**src/hw/rtl/cfd_pkg.sv**
```systemverilog
// ----------------------------------------------------------------------------
// cfd_pkg
// Shared types and constants for the command frame deframer.
// ----------------------------------------------------------------------------
package cfd_pkg;

   // parameter store depth and derived widths
   localparam int MAX_PARAMS   = 16;
   localparam int BYTE_W       = 8;
   localparam int PARAM_ADDR_W = (MAX_PARAMS > 1) ? $clog2(MAX_PARAMS) : 1;
   localparam int PARAM_CNT_W  = $clog2(MAX_PARAMS + 1);
   // emit step counts opcode, length and up to MAX_PARAMS parameters
   localparam int STEP_W       = $clog2(MAX_PARAMS + 2);

   typedef logic [BYTE_W-1:0] byte_type;

   typedef enum logic [2:0] {
      PH_HUNT,
      PH_OPCODE,
      PH_LENGTH,
      PH_PARAMS,
      PH_EMIT
   } phase_type;

endpackage

```
**src/hw/rtl/command_frame_deframer.sv**
```systemverilog
// ----------------------------------------------------------------------------
// command_frame_deframer
// Hunts for a prefix byte, collects opcode, length and parameter bytes into
// a parameter store, then replays the frame as a run of response bytes.
// ----------------------------------------------------------------------------
//  channel   | direction | contents
//  ----------+-----------+-------------------------------------------------
//  req_*     | in        | rx_byte, one received byte per request
//  rsp_*     | out       | frame_byte, frame_last, too_long
//  csr_*     | in        | frame_prefix write, no read-back
//
//  Parsing takes one request per cycle while the response register is free.
//  A completed frame of length n is replayed as n + 2 response bytes from the
//  parameter store, a synchronous memory read one byte ahead of the
//  response register; no request is taken during the replay.
//  Reset clears the parser to hunting and the prefix to zero.
//  A stalled response holds its register and the replay sequencer.
// ----------------------------------------------------------------------------
module command_frame_deframer (
   input  logic                 clock,
   input  logic                 reset,
   input  logic                 req_valid,
   output logic                 req_ready,
   input  cfd_pkg::byte_type    req_rx_byte,
   output logic                 rsp_valid,
   input  logic                 rsp_ready,
   output cfd_pkg::byte_type    rsp_frame_byte,
   output logic                 rsp_frame_last,
   output logic                 rsp_too_long,
   input  logic                 csr_wr_en,
   input  cfd_pkg::byte_type    csr_wr_data
);

   localparam int LEN_W = cfd_pkg::BYTE_W;

   cfd_pkg::phase_type phase_ff, phase_in;

   cfd_pkg::byte_type frame_prefix_ff;
   cfd_pkg::byte_type held_opcode_ff, held_opcode_in;
   cfd_pkg::byte_type held_length_ff, held_length_in;
   logic [cfd_pkg::PARAM_CNT_W-1:0] param_count_ff, param_count_in;
   logic [cfd_pkg::STEP_W-1:0]      step_ff, step_in;

   logic                 rsp_valid_ff, rsp_valid_in;
   cfd_pkg::byte_type    rsp_frame_byte_ff, rsp_frame_byte_in;
   logic                 rsp_frame_last_ff, rsp_frame_last_in;
   logic                 rsp_too_long_ff, rsp_too_long_in;

   cfd_pkg::byte_type param_store [cfd_pkg::MAX_PARAMS];
   cfd_pkg::byte_type rd_data_ff;
   logic [cfd_pkg::PARAM_ADDR_W-1:0] rd_addr;
   logic                 wr_en;

   logic out_free;
   logic req_take;
   logic emit_load;
   logic too_long_len;
   logic params_done;
   logic emit_last;

   assign out_free  = !rsp_valid_ff || rsp_ready;
   assign req_ready = (phase_ff != cfd_pkg::PH_EMIT) && out_free;
   assign req_take  = req_valid && req_ready;
   assign emit_load = (phase_ff == cfd_pkg::PH_EMIT) && out_free;

   assign too_long_len = req_rx_byte > LEN_W'(cfd_pkg::MAX_PARAMS);
   assign params_done  = (LEN_W'(param_count_ff) + LEN_W'(1)) == held_length_ff;
   assign emit_last    = LEN_W'(step_ff) == (held_length_ff + LEN_W'(1));

   assign wr_en = req_take && (phase_ff == cfd_pkg::PH_PARAMS);

   // read one parameter ahead of the step that will show it
   always_comb begin
      if (emit_load) begin
         rd_addr = cfd_pkg::PARAM_ADDR_W'(step_ff - cfd_pkg::STEP_W'(1));
      end else begin
         rd_addr = cfd_pkg::PARAM_ADDR_W'(step_ff - cfd_pkg::STEP_W'(2));
      end
   end

   always_ff @(posedge clock) begin
      if (wr_en) begin
         param_store[param_count_ff[cfd_pkg::PARAM_ADDR_W-1:0]] <= req_rx_byte;
      end
      rd_data_ff <= param_store[rd_addr];
   end

   // next state
   always_comb begin
      phase_in = phase_ff;
      unique case (phase_ff)
         cfd_pkg::PH_HUNT: begin
            if (req_take && (req_rx_byte == frame_prefix_ff)) begin
               phase_in = cfd_pkg::PH_OPCODE;
            end
         end
         cfd_pkg::PH_OPCODE: begin
            if (req_take) begin
               phase_in = cfd_pkg::PH_LENGTH;
            end
         end
         cfd_pkg::PH_LENGTH: begin
            if (req_take) begin
               priority if (too_long_len) begin
                  phase_in = cfd_pkg::PH_HUNT;
               end else if (req_rx_byte == '0) begin
                  phase_in = cfd_pkg::PH_EMIT;
               end else begin
                  phase_in = cfd_pkg::PH_PARAMS;
               end
            end
         end
         cfd_pkg::PH_PARAMS: begin
            if (req_take && params_done) begin
               phase_in = cfd_pkg::PH_EMIT;
            end
         end
         cfd_pkg::PH_EMIT: begin
            if (emit_load && emit_last) begin
               phase_in = cfd_pkg::PH_HUNT;
            end
         end
         default: phase_in = cfd_pkg::PH_HUNT;
      endcase
   end

   // datapath and response register
   always_comb begin
      held_opcode_in    = held_opcode_ff;
      held_length_in    = held_length_ff;
      param_count_in    = param_count_ff;
      step_in           = step_ff;
      rsp_valid_in      = rsp_valid_ff && !rsp_ready;
      rsp_frame_byte_in = rsp_frame_byte_ff;
      rsp_frame_last_in = rsp_frame_last_ff;
      rsp_too_long_in   = rsp_too_long_ff;
      unique case (phase_ff)
         cfd_pkg::PH_HUNT: begin
         end
         cfd_pkg::PH_OPCODE: begin
            if (req_take) begin
               held_opcode_in = req_rx_byte;
            end
         end
         cfd_pkg::PH_LENGTH: begin
            if (req_take) begin
               held_length_in = req_rx_byte;
               param_count_in = '0;
               step_in        = '0;
               if (too_long_len) begin
                  rsp_valid_in      = 1'b1;
                  rsp_frame_byte_in = '0;
                  rsp_frame_last_in = 1'b0;
                  rsp_too_long_in   = 1'b1;
               end
            end
         end
         cfd_pkg::PH_PARAMS: begin
            if (req_take) begin
               param_count_in = param_count_ff + cfd_pkg::PARAM_CNT_W'(1);
            end
         end
         cfd_pkg::PH_EMIT: begin
            if (emit_load) begin
               step_in           = step_ff + cfd_pkg::STEP_W'(1);
               rsp_valid_in      = 1'b1;
               rsp_frame_last_in = emit_last;
               rsp_too_long_in   = 1'b0;
               priority if (step_ff == '0) begin
                  rsp_frame_byte_in = held_opcode_ff;
               end else if (step_ff == cfd_pkg::STEP_W'(1)) begin
                  rsp_frame_byte_in = held_length_ff;
               end else begin
                  rsp_frame_byte_in = rd_data_ff;
               end
            end
         end
         default: begin
         end
      endcase
   end

   always_ff @(posedge clock) begin
      if (reset) begin
         phase_ff        <= cfd_pkg::PH_HUNT;
         frame_prefix_ff <= '0;
         held_opcode_ff  <= '0;
         held_length_ff  <= '0;
         param_count_ff  <= '0;
         step_ff         <= '0;
         rsp_valid_ff    <= 1'b0;
      end else begin
         phase_ff       <= phase_in;
         held_opcode_ff <= held_opcode_in;
         held_length_ff <= held_length_in;
         param_count_ff <= param_count_in;
         step_ff        <= step_in;
         rsp_valid_ff   <= rsp_valid_in;
         if (csr_wr_en) begin
            frame_prefix_ff <= csr_wr_data;
         end
      end
   end

   always_ff @(posedge clock) begin
      rsp_frame_byte_ff <= rsp_frame_byte_in;
      rsp_frame_last_ff <= rsp_frame_last_in;
      rsp_too_long_ff   <= rsp_too_long_in;
   end

   assign rsp_valid      = rsp_valid_ff;
   assign rsp_frame_byte = rsp_frame_byte_ff;
   assign rsp_frame_last = rsp_frame_last_ff;
   assign rsp_too_long   = rsp_too_long_ff;

endmodule

```
**config.mk**
```make
export PLATFORM = sky130hd
export DESIGN_NAME = command_frame_deframer
export DESIGN_NICKNAME = d
export VERILOG_FILES = /design/src/hw/rtl/cfd_pkg.sv /design/src/hw/rtl/command_frame_deframer.sv
export SDC_FILE = /design/constraint.sdc
export NUM_CORES = 1
export LEC_CHECK = 0
export ABC_AREA = 1
export BUFFER_PORTS_ARGS = -buffer_cell sky130_fd_sc_hd__buf_2
export CAP_MARGIN = 40
export CORE_ASPECT_RATIO = 0.6
export CORE_MARGIN = 3
export CORE_UTILIZATION = 30
export CTS_CLUSTER_DIAMETER = 120
export DETAILED_ROUTE_END_ITERATION = 10
export PLACE_DENSITY_LB_ADDON = 0.2
export SETUP_SLACK_MARGIN = 0.15
export SLEW_MARGIN = 30
export SYNTH_ARGS = -nofsm -noshare
export SYNTH_HDL_FRONTEND = slang
export SYNTH_SLANG_ARGS = --single-unit
```
**constraint.sdc**
```tcl
create_clock -name clock -period 1.9 [get_ports clock]
set_input_delay 0.095 -clock clock [delete_from_list [all_inputs] [get_ports clock]]
set_output_delay 0.095 -clock clock [all_outputs]
set_load 0.02 [all_outputs]
```
Word-level counts from Yosys, hierarchy flattened. Memories as Yosys holds them, arrays and structs flattened. A register that Yosys moved wholly into a read port is not among the register bits. Index checks and enable logic that the tools add are counted.

Memory bits (writable): 128. Output and inout bits: 12. Word-level logic and storage cells: 91. Register bits: 48. Memories: 1.

Memory list: param_store (words 16, width 8, read ports 1, clocked after Yosys merged registers in 1, write ports 1, line command_frame_deframer.sv:49) `cfd_pkg::byte_type param_store [cfd_pkg::MAX_PARAMS];`.

Equality and inequality tests: 17. Reduce and logical (&&, ||, !) cells: 22. Muxes and demuxes: 34. $add $sub $neg: 6. Order comparisons: 1.

Operator list (number): $mux W8 (5); $mux W3 (7); $pmux W5 S2 (2); $pmux W8 S2 (1); $mux W5 (3); $pmux W3 S5 (1); $ne A2 B2 Y1 const B (6); $mux W1 (11); $add A5 B1 Y5 const B (2); $add A8 B1 Y8 const B (1); $eq A5 B8 Y1 (1); $eq A6 B8 Y1 (1); $eq A8 B8 Y1 (1); $gt A8 B5 Y1 const B (1); $logic_and A1 B1 Y1 (8); $logic_not A8 Y1 (1); $add A5 B1 Y6 const B (1); $eq A3 B2 Y1 const B (2); $pmux W1 S2 (3); $reduce_and A3 Y1 (2); $eq A5 B1 Y1 const B (1); $logic_not A5 Y1 (1); $reduce_and A5 Y1 (1); $mux W4 (1); 12 further kinds (16).

Depth between registers and ports, before layout. Gate-level depths: netlist (run 1).

Word-level depth: 7. Gate-level depth with buffers: 14. Mapped depth without buffers: 14.

Worst setup path before layout (run 1). No wires, ideal clock.

Kind: reg-to-reg. Start: reg phase_ff[1]. End: reg rsp_frame_byte_ff[0] (netlist: rsp_frame_byte[0]), enable pin. Required time: 1520 ps. Arrival time: 1733 ps. Setup slack: -213 ps. Stages on the path, launching flop included: 11. Clock period less this slack: 2113 ps. Library setup time: 380 ps. Cells stage by stage: dfxtp_1 -> nor2_2 -> nand2_4 -> nand2_1 -> nor2_2 -> inv_2 -> nor2_4 -> inv_2 -> nand2_2 -> inv_1 -> a21oi_1.

Cells in the longest elaborated chain, start to end: 5. Elaborated cells on any way between the ends: 11. Classes of those cells: eq/ne (6); reduce/logical (5).

RTL lines: start, declared (line command_frame_deframer.sv:36) `cfd_pkg::phase_type phase_ff, phase_in;`; start signal, assigned (line command_frame_deframer.sv:185) `phase_ff <= cfd_pkg::PH_HUNT;`; start signal, assigned (line command_frame_deframer.sv:193) `phase_ff <= phase_in;`; $ne A3 B3 Y1 (line command_frame_deframer.sv:62) `assign req_ready = (phase_ff != cfd_pkg::PH_EMIT) && out_free;`; $logic_and A1 B1 Y1 (line command_frame_deframer.sv:62); $logic_and A1 B1 Y1 (line command_frame_deframer.sv:63) `assign req_take = req_valid && req_ready;`; $ne A2 B2 Y1 (no source line); $reduce_and A4 Y1 (no source line) *; end signal, assigned (line command_frame_deframer.sv:206) `rsp_frame_byte_ff <= rsp_frame_byte_in;`; end, declared (line command_frame_deframer.sv:45) `cfd_pkg::byte_type rsp_frame_byte_ff, rsp_frame_byte_in;`.

Every way passes the cells marked *; elsewhere a longest branch is shown, timed or not. A chain may end at the register's enable or synchronous reset.

Worst setup path in the final report (run 1).
Start: reg phase_ff[2]. End: reg rsp_too_long_ff (netlist: rsp_too_long), enable pin.

Cells in the longest elaborated chain, start to end: 5. Elaborated cells on any way between the ends: 11. Classes of those cells: eq/ne (6); reduce/logical (5).

RTL lines: $ne A3 B3 Y1 (line command_frame_deframer.sv:62); $logic_and A1 B1 Y1 (line command_frame_deframer.sv:62); $logic_and A1 B1 Y1 (line command_frame_deframer.sv:63); $ne A2 B2 Y1 (no source line); $reduce_and A4 Y1 (no source line) *; end signal, assigned (line command_frame_deframer.sv:208) `rsp_too_long_ff <= rsp_too_long_in;`; end, declared (line command_frame_deframer.sv:47) `logic rsp_too_long_ff, rsp_too_long_in;`.

Marked as above.

==> impl_metrics.csv, run 1 <==
group,metric,value,unit
route,drc,0,
layout,final_util,43.2,%
global_route,grt.overflow.total,0,
power,p_int,6480,uW
synth,seq_area_frac_synth,60.5,%
setup_path,cp-start-kind,"flop",
sta,min_period_over_period,107,%
power,clkPwrFrac,41.5,%
power,vdd_ir_drop_max,0.544,mV
setup_path,critPathMaxFanout,4,
cts,cts_tree,"built",
route,avgRoutedWirePerCell,19.0,um
die,ioPinCount,33,
power,seq_power_share,52.3,%
route,drtAntennaViolNets,0,
layout,antennaDiodeCount,0,
outcome,violations,"negative setup slack",
synth,netlist_area,0.00838,mm^2
power,combPwrFrac,6.2,%
route,vias,6690,
power,p_per_area,721,mW/mm^2
layout,multiInputGateArea,0.00322,mm^2
route,drtIter0Drc,646,
sta,setup_violations,29,
job,maxCapViolCount,0,
sta,fin_skew,14.4,ps
outcome,status,"finished, violations left",
sta,layout_setup_ws,-125,ps
layout,syn2layout_area_growth,38.8,%
route,wl,26500,um
setup_path,crit_path_end_kind,"flop",
die,die_x,222,um
placement,place.gp.congestion,0.880,
global_route,antenna_found_initial,1,
cts,clockBufferDepth,2,
sta,relSlewSlack,66.9,%
sta,hold_viol,0,
synth,synth_nets,879,
global_route,grt_max_degree,19,
setup_path,arrival,2190,ps
cts,clkTransAtPathRegs,70,ps
power,sw_frac_of_total,22.7,%
cts,clock-sinks,184,
sta,maxSlewViolCount,0,
setup_path,crit_type,"flop to flop",
synth,yosys_warnings,0,
placement,port_buffers,32,
cts,cts-root-buf,"clkbuf_16",
power,switchingPower,1900,uW
sta,max_freq,0.494,GHz
die,dieHeight,135,um
power,leakagePower,0.00470,uW
route,drt_first_pass_iters,5,
setup_path,cp.required,2070,ps
synth,synthDistinctLibCells,37,
layout,nets,1053,
synth,synth.avg_cell_area,9.90,um^2
min_path,hold_class,"input pin to flop",
layout,nFillCells,2590,
sta,tightest_slew,495,ps
die,core_area,0.0269,mm^2
sta,grt_setup_unrepaired,"yes",
synth,synth-seq-cells,184,
cts,clk_latency,450,ps
cts,cts_max_level,4,
route,via_per_inst,4.80,
global_route,grt_pass1_vias,6188,
die,rows,46,
global_route,track_usage,17.6,%
synth,netlist_instances,846,
die,die_area,0.0300,mm^2
sta,post-route-min-period,2030,ps
sta,holdWs,27.0,ps
layout,drive_gt1_share,30.8,%
cts,cts_buffers,17,
placement,dp_hpwl,18000,um
die,start_util,31.1,%
layout,register_area,0.00508,mm^2
global_route,grt_pass1_wl,39100,um
cells by family after synthesis:
| logic type | Yosys count | synth area share, % |
|---|---|---|
| buf+inv | 149 | 7.77 |
| simple gates | 318 | 16.2 |
| fa+ha+maj | 12 | 1.79 |
| flops | 184 | 60.5 |
| xor+xnor | 8 | 0.926 |
| compound gates | 175 | 12.9 |
worst max-delay path: stages, from the launching register on:
cell and delay, ps:
dfxtp_1 360, nand2_4 140, buf_4 130, buf_6 80, nand2_4 50, nor2_4 160, inv_2 70, nor2_4 190
clkinv_4 130, nand2_4 90, inv_2 40, a21oi_4 160, buf_6 140
state kept, by name, summed over array words and instances, names as in the netlist:
name             count
rsp_frame_byte       8
held_opcode_ff       8
rsp_frame_last       1
rd_data_ff           8
step_ff              5
rsp_valid            1
rsp_too_long         1
held_length_ff       8
phase_ff             3
frame_prefix_ff      8
param_store        128
param_count_ff       5
power groups by stage:
stage,Combinational (uW),Sequential (uW),Clock [uW]
2_1_floorplan,182,4470,0
3_3_place_gp,395,4470,0
3_5_place_dp,394,4470,0
4_1_cts,446,4380,3550
5_1_grt,570,4380,3710
6_report,522,4380,3480
stage by stage:
stage / cells / setup slack (ps) / TNS, ps / total power (uW) / cell area, um^2
final: 1393 / -125 / -1980 / 8380 / 11600
after global routing: 1393 / -199 / -5590 / 8660 / 11600
after CTS: 1378 / -55.1 / -225 / 8380 / 11100
after detailed placement: 1302 / -85.5 / -196 / 4860 / 9770
after global placement: 1302 / -78.0 / -731 / 4860 / 9770
after floorplan: 846 / 20.3 / 0 / 4650 / 8470
cells in the final DEF, fill, tap and decap left out, drive strengths merged, types with 8 or more instances in the layout:
cell type,instances
edfxtp,138
clkbuf,22
nand3,56
dlygate4sd3,18
dfxtp,46
nand2,171
inv,118
o21bai,8
nor2,79
o21ai,68
ha,12
nor3,9
a21oi,37
clkinv,12
buf,161
o211ai,56
repair_timing:
action,4_1_cts,5_1_grt
buffers inserted,21,13
hold buffers,18,0
hold endpoints to repair,17,0
gates cloned,5,2
endpoints found under the setup margin,137,168
gates resized for setup,65,111
pin swaps,36,51
synthesized netlist by cell type, drive strengths merged:
cell type    n  share of area, %
xor2         2              0.30
or2          1             0.075
nand2      171               8.2
xnor2        6              0.63
edfxtp     138                49
ha          12               1.8
nand3       56               3.3
nor3         9              0.60
o211ai      56               5.4
nand4        1             0.075
nor3b        1              0.15
o21ai       68               4.1
inv        121               5.5
clkbuf       7              0.31
a31oi        3              0.22
a211oi       2              0.18
buf         20               2.0
a21oi       37               2.2
clkinv       1             0.045
o21bai       8              0.72
dfxtp       46                11
nor2        79               3.8
o22ai        1             0.075
per-layer routing:
metal | track usage (%) | wire (um)
met1 | 28.8 | 14400
met2 | 21.6 | 9800
met3 | 5.95 | 2140
met4 | 3.59 | 157
met5 | 0 | 7
worst paths after layout:
check | from | endpoint | slack (ps) | depth (start not counted)
worst min register to register | frame_prefix_ff[3] | frame_prefix_ff[3] | 470 | 2
worst min-delay path | req_rx_byte[3] | held_opcode_ff[3] | 30 | 3
worst max-delay path | phase_ff[2] | rsp_too_long | -130 | 12
worst max register to register | phase_ff[2] | rsp_too_long | -130 | 12
area by class of cell:
cell class                 count  share of cell area (%)
clock buffer                  21                    3.79
clock inverter                11                   0.947
inverter                     122                    4.23
multi-input combinational    513                    27.7
sequential                   184                    43.7
tap                          360                    3.87
timing repair buffer         181                    15.6
timing repair inverter         1                  0.0646
(Power assumes the default switching activity.)
==> run 2: changes to the inputs <==
Settings changed: SKIP_CTS_REPAIR_TIMING set to 1.
==> run 2 against run 1 <==
Against the previous run:
- the flow finishes with violations (negative hold slack, negative setup slack)
- core utilization down 1.8 points
- combinational power decreased by 12%
- via count fell by 2.4%
- non-clock buffer count decreased by 24
- clock power hardly changed
- critical path type unchanged
- global-route usage fell by 0.93 points
- hold slack worse by 35 ps
- critical path depth decreased by 1
- die area is the same
- sequential share of layout area up 1.9 points
- fmax up 3.2%
==> impl_metrics.csv, run 2 (synthesized netlist as in run 1, its figures left out) <==
group,metric,value,unit
route,via_per_inst,4.77,
die,core_area,0.0269,mm^2
sta,holdWs,-7.87,ps
route,drc,0,
cts,clkTransAtPathRegs,70,ps
die,rows,46,
die,start_util,31.1,%
layout,syn2layout_area_growth,33.0,%
setup_path,timing.rr.start,"phase_ff[1]",
sta,tns,-185,ps
layout,nets,1028,
setup_path,slowest_stage,"o211ai_1",
global_route,grt.overflow.total,0,
setup_path,cp-start-kind,"flop",
sta,post-route-min-period,1960,ps
placement,dp_hpwl,18000,um
setup_path,critical-path-top-delay-family,"simple AND/OR/NAND/NOR gates",
setup_path,cp_num_buf_inv,2,
setup_path,crit_type,"flop to flop",
setup_path,arrival,2350,ps
outcome,violations,"negative hold slack, negative setup slack",
route,drt_first_pass_iters,5,
outcome,status,"finished, violations left",
power,total_power,8300,uW
min_path,hold_class,"input pin to flop",
route,drtAntennaViolNets,0,
sta,max_freq,0.510,GHz
route,drtIter0Drc,617,
cts,cts_buffers,17,
setup_path,worstPathCellList,"nor2_4 > nand2_4 > nor2_4 > nand2_4 > nand2_8 > buf_12 > buf_6 > o21ai_1 > o211ai_1 > nand3_1 > nand2_1",
cts,cts_max_level,4,
global_route,antenna_found_initial,1,
global_route,grt_pass1_wl,37000,um
die,die_area,0.0300,mm^2
die,dieHeight,135,um
die,die_x,222,um
sta,setup_violations,4,
layout,drive_gt1_share,27.3,%
power,leakagePower,0.00451,uW
placement,dpl_cell_area,0.00977,mm^2
job,maxCapViolCount,0,
sta,relSlewSlack,70.0,%
setup_path,crit_path_end_kind,"flop",
sta,grt_setup_unrepaired,"yes",
placement,placed_cells,1302,
placement,place.gp.congestion,0.880,
cts,cts-root-buf,"clkbuf_16",
cts,cts_tree,"built",
placement,place_ws,-85.5,ps
layout,final_area,0.0111,mm^2
sta,maxSlewViolCount,0,
setup_path,cpPeakStageDelay,400,ps
sta,fin_skew,14.8,ps
power,p_per_area,745,mW/mm^2
route,avgRoutedWirePerCell,18.7,um
placement,port_buffers,32,
power,vdd_ir_drop_max,0.543,mV
cts,clockBufferDepth,2,
cts,clk_latency,450,ps
global_route,track_usage,16.7,%
setup_path,crit_start,"phase_ff[1]",
layout,final_common_cell,"nand2_1",
route,wl,25500,um
layout,largest_register_ffs,128,
global_route,met3_usage,5.74,%
layout,final_cell_mix,"149 x nand2_1, 138 x edfxtp_1, 106 x inv_1",
global_route,gr-max-usage-layer,"met1",
setup_path,rrSetupSlack,-60,ps
global_route,grt_max_degree,43,
cts,clock-sinks,184,
sta,hold_viol,1,
min_path,worstHoldStart,"csr_wr_en",
sta,min_period_over_period,103,%
route,vias,6531,
die,ioPinCount,33,
sta,tightest_slew,449,ps
layout,nFillCells,2647,
setup_path,cp.required,2280,ps
sta,layout_setup_ws,-62.2,ps
setup_path,critPathMaxFanout,6,
global_route,grtUsageMet2,19.8,%
global_route,grt_pass1_vias,5845,
layout,antennaDiodeCount,0,
global_route,use_met1,27.8,%
layout,layout.cells.non_filler,1368,
[run 2: cell count changes in the layout (fill, tap and decap cells not counted), moves of 4 or more]
| cell | before | now |
|---|---|---|
| a21oi_2 | 7 | 2 |
| buf_4 | 81 | 76 |
| dlygate4sd3_1 | 18 | 11 |
| a21oi_1 | 29 | 34 |
| buf_6 | 18 | 13 |
| nand2_1 | 137 | 149 |
| nand2_2 | 18 | 9 |
| buf_16 | 4 | 0 |
| nand3_1 | 44 | 51 |
| nand3_2 | 11 | 5 |
[run 2: where the power goes]
| group | total [uW] | leakage, uW | internal, uW | switching [uW] |
|---|---|---|---|---|
| clock | 3460 | 0.000273 | 1920 | 1540 |
| combinational | 457 | 0.00260 | 168 | 288 |
| sequential | 4380 | 0.00163 | 4350 | 33.2 |
| total | 8300 | 0.00451 | 6440 | 1860 |
[run 2: area by class of cell]
type	count	area, um^2	area share, %
clock buffers	21	440	3.95
clock inverters	11	110	0.988
inverters	122	482	4.32
multi-input cells	513	3080	27.7
flip-flops and latches	184	5080	45.6
well taps	360	450	4.04
repair buffers	157	1490	13.4
[run 2: worst register-to-register path: cells and delay by family (launching register included)]
family | cells | cell delay (ps)
simple gates | 7 | 840
compound gates | 2 | 460
flops | 1 | 340
buf+inv | 2 | 270
[run 2: layer usage]
| metal | vias to the layer above | wire length (um) |
|---|---|---|
| met1 | 3138 | 13900 |
| met4 | 2 | 246 |
| met2 | 182 | 9180 |
| met5 | - | 7 |
| li1 | 3186 | - |
| met3 | 23 | 2240 |
[run 2: worst paths after layout]
check / end / depth (start not counted)
min: frame_prefix_ff[4] / 3
max reg2reg: rd_data_ff[4] / 11
min reg2reg: frame_prefix_ff[3] / 2
max: rd_data_ff[4] / 11
[run 2: stage by stage]
stage	util (%)	hold slack [ps]
3_5_place_dp	36.3	333
6_report	41.4	-7.87
5_1_grt	41.4	4.98
4_1_cts	38.3	-145
3_3_place_gp	36.3	328
2_1_floorplan	-	194
